$ cat src/rtl/core/dspv_pkg.sv
package dspv_pkg;

  localparam int BufferBytesDefault = 12;

  localparam int SegW    = 24;
  localparam int ResW    = 9;
  localparam int DayW    = 5;
  localparam int MonthW  = 4;

  localparam logic [SegW-1:0] YEAR_MAX = 24'd9999999;
  localparam logic [SegW-1:0] SEG_CAP  = 24'd10000000;

  localparam logic [7:0] CH_ZERO = 8'h30;
  localparam logic [7:0] CH_NINE = 8'h39;
  localparam logic [7:0] CH_DASH = 8'h2d;

  // position of the leading-dash detector
  typedef enum logic [2:0] {
    LEAD_START = 3'b001,
    LEAD_DASH  = 3'b010,
    LEAD_BODY  = 3'b100
  } lead_t;

  // days in a month, month already known to be 1..12
  function automatic logic [DayW-1:0] month_len(input logic [MonthW-1:0] m,
                                                 input logic leap);
    logic [DayW-1:0] len;
    unique case (m)
      4'd2:                      len = leap ? 5'd29 : 5'd28;
      4'd4, 4'd6, 4'd9, 4'd11:   len = 5'd30;
      default:                   len = 5'd31;
    endcase
    return len;
  endfunction

  // next value mod 400 of a digit run, from the current residue and a digit
  function automatic logic [ResW-1:0] mod400_step(input logic [ResW-1:0] r,
                                                   input logic [3:0] d);
    logic [11:0] v;
    v = 12'(r) * 12'd10 + 12'(d);
    if (v >= 12'd3200) v = v - 12'd3200;
    if (v >= 12'd1600) v = v - 12'd1600;
    if (v >= 12'd800)  v = v - 12'd800;
    if (v >= 12'd400)  v = v - 12'd400;
    return v[ResW-1:0];
  endfunction

endpackage

$ cat src/rtl/core/date_string_parse_validate.sv
// Date string parser. Takes one character per in_ beat (in_tdata) and closes the
// string with a beat that has in_tlast set; that beat's character is ignored. Forms
// YYYY-MM-DD and --MM-DD are accepted; every end beat gives exactly one result beat
// carrying the valid flag in out_tuser and day, month and year in out_tdata, all
// fields zero when the string is not a valid Gregorian date. A beat is taken every
// cycle that in_tready is high: each character is folded into the running segment
// value and its mod-400 residue in the cycle it arrives, and the result is written
// into the output register when the end beat is taken. in_tready drops only while
// that output register holds a result the sink has not taken.
module date_string_parse_validate #(
  parameter int BUFFER_BYTES = dspv_pkg::BufferBytesDefault
) (
  input  logic        clk,
  input  logic        rst_n,
  input  logic        in_tvalid,
  output logic        in_tready,
  input  logic [7:0]  in_tdata,   // ch[7:0]
  input  logic        in_tlast,   // end_of_string
  output logic        out_tvalid,
  input  logic        out_tready,
  output logic [39:0] out_tdata,  // day[4:0], month[8:5], year[32:9], zero fill
  output logic        out_tuser   // valid_res
);

  localparam int CntW = $clog2(BUFFER_BYTES);
  localparam logic [CntW-1:0] CntMax = CntW'(BUFFER_BYTES - 1);
  localparam int SegW = dspv_pkg::SegW;
  localparam int ResW = dspv_pkg::ResW;

  logic [CntW-1:0]    cnt_r, cnt_nxt;
  logic [1:0]         dash_r, dash_nxt;
  dspv_pkg::lead_t    lead_r, lead_nxt;
  logic [SegW-1:0]    year_r, year_nxt;
  logic [ResW-1:0]    year_res_r, year_res_nxt;
  logic [SegW-1:0]    month_r, month_nxt;
  logic [SegW-1:0]    seg_r, seg_nxt;
  logic [ResW-1:0]    seg_res_r, seg_res_nxt;
  logic               empty_r, empty_nxt;
  logic               err_r, err_nxt;

  logic               out_valid_r, out_valid_nxt;
  logic               res_ok_r;
  logic [4:0]         res_day_r;
  logic [3:0]         res_month_r;
  logic [SegW-1:0]    res_year_r;

  logic               in_acc;
  logic               is_digit, is_dash, skip;
  logic [3:0]         digit;
  logic [26:0]        seg_mul;
  logic               leap, date_ok, ok;
  logic [4:0]         mlen;

  assign in_tready = !out_valid_r || out_tready;
  assign in_acc    = in_tvalid && in_tready;

  assign is_digit = (in_tdata >= dspv_pkg::CH_ZERO) && (in_tdata <= dspv_pkg::CH_NINE);
  assign is_dash  = (in_tdata == dspv_pkg::CH_DASH);
  assign digit    = 4'(in_tdata - dspv_pkg::CH_ZERO);
  assign seg_mul  = 27'(seg_r) * 27'd10 + 27'(digit);

  // leap year from the year residue mod 400
  assign leap = (year_res_r[1:0] == 2'd0) &&
                ((year_res_r == 9'd0) ||
                 ((year_res_r != 9'd100) && (year_res_r != 9'd200) &&
                  (year_res_r != 9'd300)));
  assign mlen = dspv_pkg::month_len(month_r[3:0], leap);
  assign date_ok = (month_r >= SegW'(1)) && (month_r <= SegW'(12)) &&
                   (seg_r >= SegW'(1)) && (seg_r <= SegW'(mlen)) &&
                   (year_r <= dspv_pkg::YEAR_MAX);
  assign ok = !err_r && (cnt_r != '0) && (dash_r == 2'd2) && !empty_r && date_ok;

  always_comb begin
    cnt_nxt      = cnt_r;
    dash_nxt     = dash_r;
    lead_nxt     = lead_r;
    year_nxt     = year_r;
    year_res_nxt = year_res_r;
    month_nxt    = month_r;
    seg_nxt      = seg_r;
    seg_res_nxt  = seg_res_r;
    empty_nxt    = empty_r;
    err_nxt      = err_r;
    skip         = 1'b0;
    if (in_acc) begin
      if (in_tlast) begin
        cnt_nxt      = '0;
        dash_nxt     = 2'd0;
        lead_nxt     = dspv_pkg::LEAD_START;
        year_nxt     = '0;
        year_res_nxt = '0;
        month_nxt    = '0;
        seg_nxt      = '0;
        seg_res_nxt  = '0;
        empty_nxt    = 1'b1;
        err_nxt      = 1'b0;
      end else if (cnt_r >= CntMax) begin
        err_nxt = 1'b1;
      end else begin
        cnt_nxt = cnt_r + CntW'(1);
        unique case (lead_r)
          dspv_pkg::LEAD_START: lead_nxt = is_dash ? dspv_pkg::LEAD_DASH
                                                   : dspv_pkg::LEAD_BODY;
          dspv_pkg::LEAD_DASH: begin
            lead_nxt = dspv_pkg::LEAD_BODY;
            // second dash of an omitted-year prefix
            skip = is_dash;
          end
          default: lead_nxt = lead_r;
        endcase
        if (!skip) begin
          if (is_digit) begin
            seg_nxt     = (seg_mul > 27'(dspv_pkg::SEG_CAP)) ? dspv_pkg::SEG_CAP
                                                              : seg_mul[SegW-1:0];
            seg_res_nxt = dspv_pkg::mod400_step(seg_res_r, digit);
            empty_nxt   = 1'b0;
          end else if (is_dash) begin
            if (dash_r == 2'd3) begin
              err_nxt = 1'b1;
            end else begin
              if (dash_r == 2'd0) begin
                year_nxt     = seg_r;
                year_res_nxt = seg_res_r;
              end else if (dash_r == 2'd1) begin
                month_nxt = seg_r;
              end
              dash_nxt    = dash_r + 2'd1;
              seg_nxt     = '0;
              seg_res_nxt = '0;
              empty_nxt   = 1'b1;
            end
          end else begin
            err_nxt = 1'b1;
          end
        end
      end
    end
  end

  always_comb begin
    out_valid_nxt = out_valid_r;
    if (in_acc && in_tlast) begin
      out_valid_nxt = 1'b1;
    end else if (out_tready) begin
      out_valid_nxt = 1'b0;
    end
  end

  always_ff @(posedge clk) begin
    if (!rst_n) begin
      cnt_r       <= '0;
      dash_r      <= 2'd0;
      lead_r      <= dspv_pkg::LEAD_START;
      year_r      <= '0;
      year_res_r  <= '0;
      month_r     <= '0;
      seg_r       <= '0;
      seg_res_r   <= '0;
      empty_r     <= 1'b1;
      err_r       <= 1'b0;
      out_valid_r <= 1'b0;
    end else begin
      cnt_r       <= cnt_nxt;
      dash_r      <= dash_nxt;
      lead_r      <= lead_nxt;
      year_r      <= year_nxt;
      year_res_r  <= year_res_nxt;
      month_r     <= month_nxt;
      seg_r       <= seg_nxt;
      seg_res_r   <= seg_res_nxt;
      empty_r     <= empty_nxt;
      err_r       <= err_nxt;
      out_valid_r <= out_valid_nxt;
    end
  end

  always_ff @(posedge clk) begin
    if (in_acc && in_tlast) begin
      res_ok_r    <= ok;
      res_day_r   <= ok ? seg_r[4:0] : 5'd0;
      res_month_r <= ok ? month_r[3:0] : 4'd0;
      res_year_r  <= ok ? year_r : '0;
    end
  end

  assign out_tvalid = out_valid_r;
  assign out_tuser  = res_ok_r;
  assign out_tdata  = {7'd0, res_year_r, res_month_r, res_day_r};

endmodule

$ cat config.mk
export PLATFORM = sky130hd
export DESIGN_NAME = date_string_parse_validate
export DESIGN_NICKNAME = d
export VERILOG_FILES = /design/src/rtl/core/dspv_pkg.sv /design/src/rtl/core/date_string_parse_validate.sv
export SDC_FILE = /design/constraint.sdc
export NUM_CORES = 1
export LEC_CHECK = 0
export ABC_CLOCK_PERIOD_IN_PS = 6000
export BUFFER_PORTS_ARGS = -buffer_cell sky130_fd_sc_hd__buf_2
export CAP_MARGIN = 20
export CORE_MARGIN = 2
export CORE_UTILIZATION = 40
export DETAILED_ROUTE_END_ITERATION = 6
export PLACE_DENSITY = 0.67
export SYNTH_ARGS = -nofsm -noshare
export SYNTH_HDL_FRONTEND = slang
export SYNTH_SLANG_ARGS = --single-unit
$ cat constraint.sdc
create_clock -name clk -period 6 [get_ports clk]
set_input_delay 0.9 -clock clk [delete_from_list [all_inputs] [get_ports clk]]
set_output_delay 0.9 -clock clk [all_outputs]
set_load 0.05 [all_outputs]
**After elaboration in Yosys (flattened, before gate mapping)**

Index checks and enable logic that the tools add are counted.

- Output and inout bits: 43
- Logic and storage cells: 185
- Register bits: 136

- Order comparisons: 13
- $mul: 2
- $add $sub $neg: 9
- Reduce and logical (&&, ||, !) cells: 37
- Multiplexer cells: 86
- Eq/ne operators: 23

Operators by type and width:

| kind | number |
|---|---|
| two-way mux 24 bit | 22 |
| two-way mux 12 bit | 18 |
| two-way mux 9 bit | 14 |
| >= comparator 24 x 1 -> 1 bit, second input constant | 2 |
| adder 27 x 4 -> 27 bit | 1 |
| greater-than comparator 27 x 24 -> 1 bit, second input constant | 1 |
| multiplier 24 x 3 -> 26 bit, second input constant | 1 |
| less-or-equal comparator 24 bit, second input constant | 1 |
| less-or-equal comparator 24 x 4 -> 1 bit, second input constant | 1 |
| less-or-equal comparator 24 x 5 -> 1 bit | 1 |
| two-way mux 1 bit | 19 |
| logical AND 1 bit | 14 |
| adder 12 x 4 -> 12 bit | 1 |
| >= comparator 12 x 10 -> 1 bit, second input constant | 1 |
| >= comparator 12 x 11 -> 1 bit, second input constant | 1 |
| >= comparator 12 bit, second input constant | 1 |
| >= comparator 12 x 9 -> 1 bit, second input constant | 1 |
| two-way mux 2 bit | 6 |
| subtractor 12 x 10 -> 12 bit, second input constant | 1 |
| subtractor 12 x 11 -> 12 bit, second input constant | 1 |
| subtractor 12 bit, second input constant | 1 |
| multiplier 9 x 3 -> 11 bit, second input constant | 1 |
| inequality test 2 bit, second input constant | 5 |
| logical NOT 9 bit | 1 |
| 39 further kinds | 54 |

**Logic depth before layout (Yosys ltp)**

Gate-level depths: netlist (run 1).

- Depth in word-level cells: 29
- Gate-level depth with buffers: 29
- Gate-level depth less buffers: 26

**Worst setup path after synthesis (run 1)**

OpenSTA, ideal clock, no wires.

- Path kind: reg-to-reg
- From: reg seg_res_r[1]
- To: reg seg_res_r[4]
- Arrival: 6.210 ns
- Setup slack: -0.327 ns
- Stages on the path, launching flop included: 30
- Buffers on the path: 3
- Required time: 5.883 ns
- Cells stage by stage: dfxtp_1 -> ha_1 -> ha_1 -> fa_1 -> a211o_1 -> a21oi_1 -> nor4_2 -> and2_0 -> clkbuf_1 -> or4_1 -> o21ai_2 -> nor3_1 -> or2_1 -> inv_1 -> ha_1 -> a21o_1 -> o21ai_2 -> or2_2 -> buf_6 -> and3_1 -> or2_1 -> buf_6 -> o31ai_4 -> xnor2_1 -> ha_1 -> nand2_1 -> mux2_4 -> nor3_1 -> o21ai_0 -> a32o_1

- Word-level cells in the longest chain between the ends: 29

RTL lines:

| what | line | text |
|---|---|---|
| start: declaration | date_string_parse_validate.sv:37 | `logic [ResW-1:0] seg_res_r, seg_res_nxt;` |
| start signal: assignment | date_string_parse_validate.sv:170 | `seg_res_r <= seg_res_nxt;` |
| multiplier 9 x 3 -> 11 bit * | dspv_pkg.sv:40 | `v = 12'(r) * 12'd10 + 12'(d);` |
| adder 12 x 4 -> 12 bit * | dspv_pkg.sv:40 |  |
| subtractor 12 bit / >= comparator 12 bit (equally long branches) | dspv_pkg.sv:41 | `if (v >= 12'd3200) v = v - 12'd3200;` |
| two-way mux 12 bit * | dspv_pkg.sv:41 |  |
| two-way mux 12 bit * | date_string_parse_validate.sv:112 | `if (is_digit) begin` |
| two-way mux 12 bit * | date_string_parse_validate.sv:111 | `if (!skip) begin` |
| two-way mux 12 bit * | date_string_parse_validate.sv:97 | `end else if (cnt_r >= CntMax) begin` |
| two-way mux 12 bit * | date_string_parse_validate.sv:86 | `if (in_tlast) begin` |
| [13 not listed] | -- |  |
| two-way mux 12 bit * | date_string_parse_validate.sv:86 |  |
| two-way mux 12 bit * | date_string_parse_validate.sv:85 | `if (in_acc) begin` |
| >= comparator 12 x 9 -> 1 bit / subtractor 9 bit (equally long branches) | dspv_pkg.sv:44 | `if (v >= 12'd400) v = v - 12'd400;` |
| two-way mux 9 bit * | dspv_pkg.sv:44 |  |
| two-way mux 9 bit * | date_string_parse_validate.sv:112 |  |
| two-way mux 9 bit * | date_string_parse_validate.sv:111 |  |
| two-way mux 9 bit * | date_string_parse_validate.sv:97 |  |
| two-way mux 9 bit * | date_string_parse_validate.sv:86 |  |

Mark *: on every way between the ends. The rest lies on a longest branch, timed or not. The select of a mux whose other input is x is not followed.
A chain may end at the register's enable or synchronous reset.

**Worst setup path in the final report (run 1)**

- From: reg seg_res_r[4]
- To: reg seg_res_r[4]

Same word-level chain as after synthesis.

==> results.cfg, run 1 <==
[run_status]
status = completed

[critical_path]
critPathTopFamily = simple AND/OR/NAND/NOR gates
worstPathMaxFanout = 7
timing.rr.start = seg_res_r[4]$_SDFFE_PN0P_
cp_slowest_cell = or4b_1
cp-end-kind = register
arrival_ns = 6.13
cp_data_required_time_ns = 6.31
worstSetupStartpointType = register
slowest_delay_ns = 0.58
reg2regPathDepth = 24
path_buf_inv = 1
rrSetupSlack_ns = 0.19
reg2reg_to = seg_res_r[4]$_SDFFE_PN0P_
crit_chain = ha_1, ha_1, a211oi_1, nor2_1, or4b_1, a21o_1, and4_1, nor3_1, or2_1, inv_2, ha_4, a21o_1, o21ai_2, or2_4, a21oi_2, or2_4, o31ai_4, xnor2_2, ha_2, nand2_1, mux2_4, nor3_4, o21ai_1, a32o_1
path_class = register to register
worstSetupPathDepth = 24

[min_path]
hp-class = register to register
hold_end = month_r[15]$_SDFFE_PN0P_
min_from = month_r[15]$_SDFFE_PN0P_
holdPathStages = 2

[yosys]
yosys_register_bits = 136
synth.most_common_cell = dfxtp_1
synth-async-reset-ratio_pct = 0
syn_inst = 1052
ys_types = 86
synth_top_family_by_area = compound AO/OA/AOI/OAI gates
synth_area_um2 = 9150
syn_avg_cell_area_um2 = 8.69
synth_area_leaders = dfxtp_1 (22%), edfxtp_1 (11%), ha_1 (10%), a21oi_1 (4.0%), nor2_1 (3.7%)
synth_edf_count = 34
synthFlopType = dfxtp_1
yosysTopAreaCell = dfxtp_1
yosys-top-cells-count = dfxtp_1 (102), nor2_1 (91), nand2_1 (84), ha_1 (76), a21oi_1 (74)
muxShareOfSynthArea_pct = 0.493
ys_seq_area_share_pct = 33.5
synthSimpleGateAreaFrac_pct = 22.1
yosys.area.top_type_share_pct = 22.3
synthAdderAreaFrac_pct = 11.3
synth-warning-count = 0
synth-xor-area-share_pct = 5.72
synth_compound_area_share_pct = 23.1

[cts]
cts_root_buf = clkbuf_16
cts_tree = built
numCtsBuffers = 17
htree_levels = 4
clk_transition_reported_paths_ns = 0.06
cts_hold_buf = 0
cts_max_path_buffers = 2
clk_latency_ns = 0.42
clock-sinks = 136

[global_routing]
grt_max_degree = 57
overflow = 0
grt_most_used_layer = met2
grt_use_met2_pct = 33.2
met1_usage_pct = 22.8
grt_pass1_vias = 7419
antenna_found_initial = 0
grt_usage_pct = 18.5
grt_pass1_wl_um = 36600
grt_util_met3_pct = 2.62

[route]
vias = 8071
ant_nets = 0
drt-initial-drc-count = 444
drc = 0
drt_wl_total_um = 22500
routedWlPerCell_um = 15.9
avgViaCountPerCell = 5.70
drt_pass1_iterations = 5

[floorplanning]
die_area_um2 = 24100
die_x_um = 155
die_h_um = 155
start_util_pct = 40.5
io-pin-count = 56
rows = 55
core_area_um2 = 22600

[timing]
fin_skew_ns = 0.00723
tightest_slew_ns = 0.958
slew_headroom_pct = 36.1
drv_slew = 0
hold_viol_final = 0
finalSetupViolCount = 0
fin_ws_ns = 0.187
period_share_pct = 96.9
fmax_mhz = 172
period_needed_ns = 5.81

[layout]
postLayoutCoreUtil_pct = 47.0
final_cells = 1417
nets = 1212
syn_to_final_growth_pct = 16.0
layout-drive-gt1-share_pct = 15.8
n_antenna_cell = 0

[placed_design]
dp_cells = 1377
numPortBuffers = 48
gp_congestion = 0.890
hpwl_um = 16500
dp_slack_ns = -0.00920

[power]
vdd_drop_max_uv = 237
power_leakage_uw = 0.00423
power_uw = 2000
power_density_nw_per_um2 = 189

[job]
maxCapViolCount = 0
-- area by class of cell --
class	count	area [µm²]
Fill cell	2170	12000
Multi-Input combinational cell	842	5960
Sequential cell	136	3070
Timing Repair Buffer	93	598
Clock buffer	20	437
Tap cell	285	357
Inverter	29	109
Clock inverter	12	81.3
-- worst min-delay path: stages (launching register included) --
cell and delay (ns):
dfxtp_1 0.30, nand2_1 0.05, a21oi_1 0.05
-- layout by cell type (no fill, tap or decap), types with 12 or more instances in the layout --
cell type / synthesis / final
dfxtp_1: 102 / 100
nor2_1: 91 / 90
nand2_1: 84 / 84
a21oi_1: 74 / 71
ha_1: 76 / 71
nand3_1: 52 / 52
o21ai_0: 53 / 51
buf_2: 0 / 48
buf_4: 7 / 44
and2_1: 41 / 41
a22oi_1: 40 / 40
xnor2_1: 39 / 37
edfxtp_1: 34 / 34
inv_1: 28 / 27
a21o_1: 23 / 23
xor2_1: 17 / 17
a32o_1: 17 / 17
clkbuf_16: 0 / 17
nor4_1: 17 / 15
nand2b_1: 13 / 13
nor2b_1: 12 / 12
nor3_1: 13 / 12
-- state kept, by name, summed over array words and instances, names as in the netlist, 4 cells and up --
register     flops
seg_r           24
year_res_r       9
res_year_r      24
cnt_r            4
res_month_r      4
res_day_r        5
seg_res_r        9
month_r         24
year_r          24
-- cells by family after synthesis --
| kind of cell | count (synthesis) |
|---|---|
| AND/OR/NAND/NOR | 390 |
| AO/OA/AOI/OAI | 303 |
| adder cells (fa/ha/maj) | 80 |
| buffers and inverters | 80 |
| XOR/XNOR | 58 |
| multiplexers | 4 |
| flip-flops | 136 |
| other | 1 |
-- metal layers --
| metal | part of all wire (%) | wire (µm) |
|---|---|---|
| met1 | 44 | 9950 |
| met2 | 50 | 11200 |
| met3 | 4.2 | 939 |
| met4 | 2.0 | 442 |
| met5 | 0 | 0 |
-- stage by stage --
| step | TNS, ns | area, µm² | hold slack [ns] |
|---|---|---|---|
| 4_1_cts | 0 | 10400 | 0.449 |
| 3_5_place_dp | -0.00920 | 9890 | 0.444 |
| 2_1_floorplan | 0 | 9220 | 0.426 |
| 6_report | 0 | 10600 | 0.447 |
| 5_1_grt | -0.212 | 10600 | 0.468 |
| 3_3_place_gp | 0 | 9860 | 0.435 |
-- worst max-delay path by stage --
stage | slack (ns) | startpoint | endpoint
2_1_floorplan | 0.006 | seg_res_r[1]$_SDFFE_PN0P_ | seg_res_r[4]$_SDFFE_PN0P_
3_3_place_gp | 0.15 | seg_res_r[1]$_SDFFE_PN0P_ | seg_res_r[4]$_SDFFE_PN0P_
3_5_place_dp | -0.009 | seg_res_r[3]$_SDFFE_PN0P_ | seg_res_r[4]$_SDFFE_PN0P_
4_1_cts | 0.03 | seg_res_r[3]$_SDFFE_PN0P_ | seg_res_r[4]$_SDFFE_PN0P_
5_1_grt | -0.09 | seg_res_r[4]$_SDFFE_PN0P_ | seg_res_r[4]$_SDFFE_PN0P_
6_report | 0.19 | seg_res_r[4]$_SDFFE_PN0P_ | seg_res_r[4]$_SDFFE_PN0P_
-- report_power, final --
part | total, µW | switching (µW) | internal [µW] | leakage, µW
Clock | 914 | 389 | 525 | 0.000246
Combinational | 132 | 104 | 27.3 | 0.00285
Sequential | 955 | 4.47 | 950 | 0.00113
-- repair_timing --
item | 4_1_cts | 5_1_grt
resized for setup | 1 | 28
endpoints found under the setup margin | 1 | 5
hold endpoints to repair | 0 | 0
buffers inserted | 0 | 8
pin swaps | 0 | 15
No activity file was read; power rests on OpenSTA's default activity.
==> run 2, diff against run 1 <==
--- a/config.mk
+++ b/config.mk
@@ -7,11 +7,11 @@
 export LEC_CHECK = 0
 export ABC_CLOCK_PERIOD_IN_PS = 6000
 export BUFFER_PORTS_ARGS = -buffer_cell sky130_fd_sc_hd__buf_2
-export CAP_MARGIN = 20
+export CAP_MARGIN = 10
 export CORE_MARGIN = 2
-export CORE_UTILIZATION = 40
+export CORE_UTILIZATION = 30
 export DETAILED_ROUTE_END_ITERATION = 6
-export PLACE_DENSITY = 0.67
+export PLACE_DENSITY = 0.56
 export SYNTH_ARGS = -nofsm -noshare
 export SYNTH_HDL_FRONTEND = slang
 export SYNTH_SLANG_ARGS = --single-unit
==> run 2 against run 1 <==
Register-to-register slack improved by 0.03 ns. Design area up 2.3%. Sequential cell count stayed put. Count of clock-buffer cells in the layout down 2. Sequential share of layout area down 0.64 points. Die area rose by 32%. Maximum frequency is 0.59% higher. Clock skew increased by 0.0022 ns. Global-route usage decreased by 3.6 points.
==> results.cfg, run 2 (same netlist as run 1, synthesis figures left out) <==
[layout]
layout_commonest_cell = dfxtp_1
layout-drive-gt1-share_pct = 16.9
nFillCells = 3047
postLayoutCoreUtil_pct = 36.4
nets = 1221
syn_to_final_growth_pct = 18.7
final_cells = 1532
final_cell_mix = dfxtp_1 (98), nor2_1 (90), nand2_1 (84)
design_area_um2 = 10900

[cts]
clock-sinks = 136
htree_levels = 4
cts_root_buf = clkbuf_16
cts_tree = built
cts_max_path_buffers = 2
clk_latency_ns = 0.42
clk_transition_reported_paths_ns = 0.06
numCtsBuffers = 17
cts_hold_buf = 0

[floorplanning]
start_util_pct = 30.7
core_area_um2 = 29800
die_area_um2 = 31900
rows = 63
die_h_um = 179
die_x_um = 179
io-pin-count = 56

[placed_design]
gp_congestion = 0.801
dpl_cell_area_um2 = 10100
numPortBuffers = 48
dp_cells = 1489
hpwl_um = 17600

[power]
power_density_nw_per_um2 = 196
power_uw = 2130
power_leakage_uw = 0.00429
vdd_drop_max_uv = 181

[critical_path]
arrival_ns = 6.09
startpoint = seg_res_r[1]$_SDFFE_PN0P_
rrSetupSlack_ns = 0.22
slowest_delay_ns = 0.56
path_class = register to register
cp_data_required_time_ns = 6.31
timing.rr.start = seg_res_r[1]$_SDFFE_PN0P_
reg2reg_to = seg_res_r[4]$_SDFFE_PN0P_
cp-end-kind = register
worstSetupStartpointType = register
cp_slowest_cell = or4b_1
cp_common_cell = ha_4
reg2regPathDepth = 26
worstPathMaxFanout = 7

[global_routing]
antenna_found_initial = 2
grt_max_degree = 53
grt_pass1_wl_um = 38000
grt_usage_pct = 14.8
grt_pass1_vias = 7510
overflow = 0

[run_status]
status = completed

[min_path]
hp-class = register to register
holdPathStages = 2
min_from = month_r[16]$_SDFFE_PN0P_
hold_end = month_r[16]$_SDFFE_PN0P_

[timing]
slew_headroom_pct = 35.0
period_needed_ns = 5.78
fin_skew_ns = 0.00940
hold_viol_final = 0
finalSetupViolCount = 0
fmax_mhz = 173
hold_ws_ns = 0.445
tightest_slew_ns = 0.974
drv_slew = 0
period_share_pct = 96.3

[route]
avgViaCountPerCell = 5.26
drt_pass1_iterations = 5
vias = 8061
ant_nets = 0
drt-initial-drc-count = 516
drc = 0
drt_wl_total_um = 23500
routedWlPerCell_um = 15.3

[job]
maxCapViolCount = 0
run 2: worst max-delay path, delay by kind of cell, from the launching register on:
| kind | cells | cell delay (ns) |
|---|---|---|
| multiplexers | 1 | 0.31 |
| AO/OA/AOI/OAI | 7 | 1.24 |
| flip-flops | 1 | 0.36 |
| AND/OR/NAND/NOR | 9 | 2.04 |
| adder cells (fa/ha/maj) | 5 | 1.15 |
| XOR/XNOR | 2 | 0.34 |
| buffers and inverters | 2 | 0.22 |
run 2: timing repair:
action | in CTS | in global routing
endpoints found under the setup margin | 2 | 5
pin swaps | 0 | 16
gates resized for setup | 2 | 27
buffers inserted | 0 | 10
hold endpoints to repair | 0 | 0
run 2: worst max path at each step:
stage | endpoint | cells after the start
2_1_floorplan | seg_res_r[4]$_SDFFE_PN0P_ | 29
3_3_place_gp | seg_res_r[4]$_SDFFE_PN0P_ | 26
3_5_place_dp | seg_res_r[4]$_SDFFE_PN0P_ | 26
4_1_cts | seg_res_r[4]$_SDFFE_PN0P_ | 26
5_1_grt | seg_res_r[4]$_SDFFE_PN0P_ | 26
6_report | seg_res_r[4]$_SDFFE_PN0P_ | 26
run 2: metal layers:
metal	global-route usage, %	share of wire, %	vias to the layer above
met3	2.75	4.0	14
met5	0	0.047	-
li1	-	-	4068
met2	23.9	45	147
met1	20.5	50	3830
met4	3.35	0.75	2
run 2: cell type report:
cell class	instances	area [µm²]	area share (%)
Tap cell	390	488	4.50
Sequential cell	136	3070	28.3
Antenna cell	1	2.50	0.0231
Clock buffer	18	429	3.95
Multi-Input combinational cell	842	5940	54.8
Inverter	29	109	1.00
Timing Repair Buffer	102	646	5.95
Clock inverter	14	165	1.52
run 2: power by group:
part / internal (µW) / switching [µW]
Clock: 622 / 419
Combinational: 25.9 / 106
Sequential: 950 / 4.20
Total: 1600 / 529
run 2: metrics by stage:
stage                     setup TNS (ns)  setup slack (ns)
after detailed placement         -0.0536           -0.0429
final                                  0             0.222
after CTS                              0           0.00532
after global routing             -0.0673           -0.0455
after global placement                 0             0.109
after floorplan                        0           0.00603
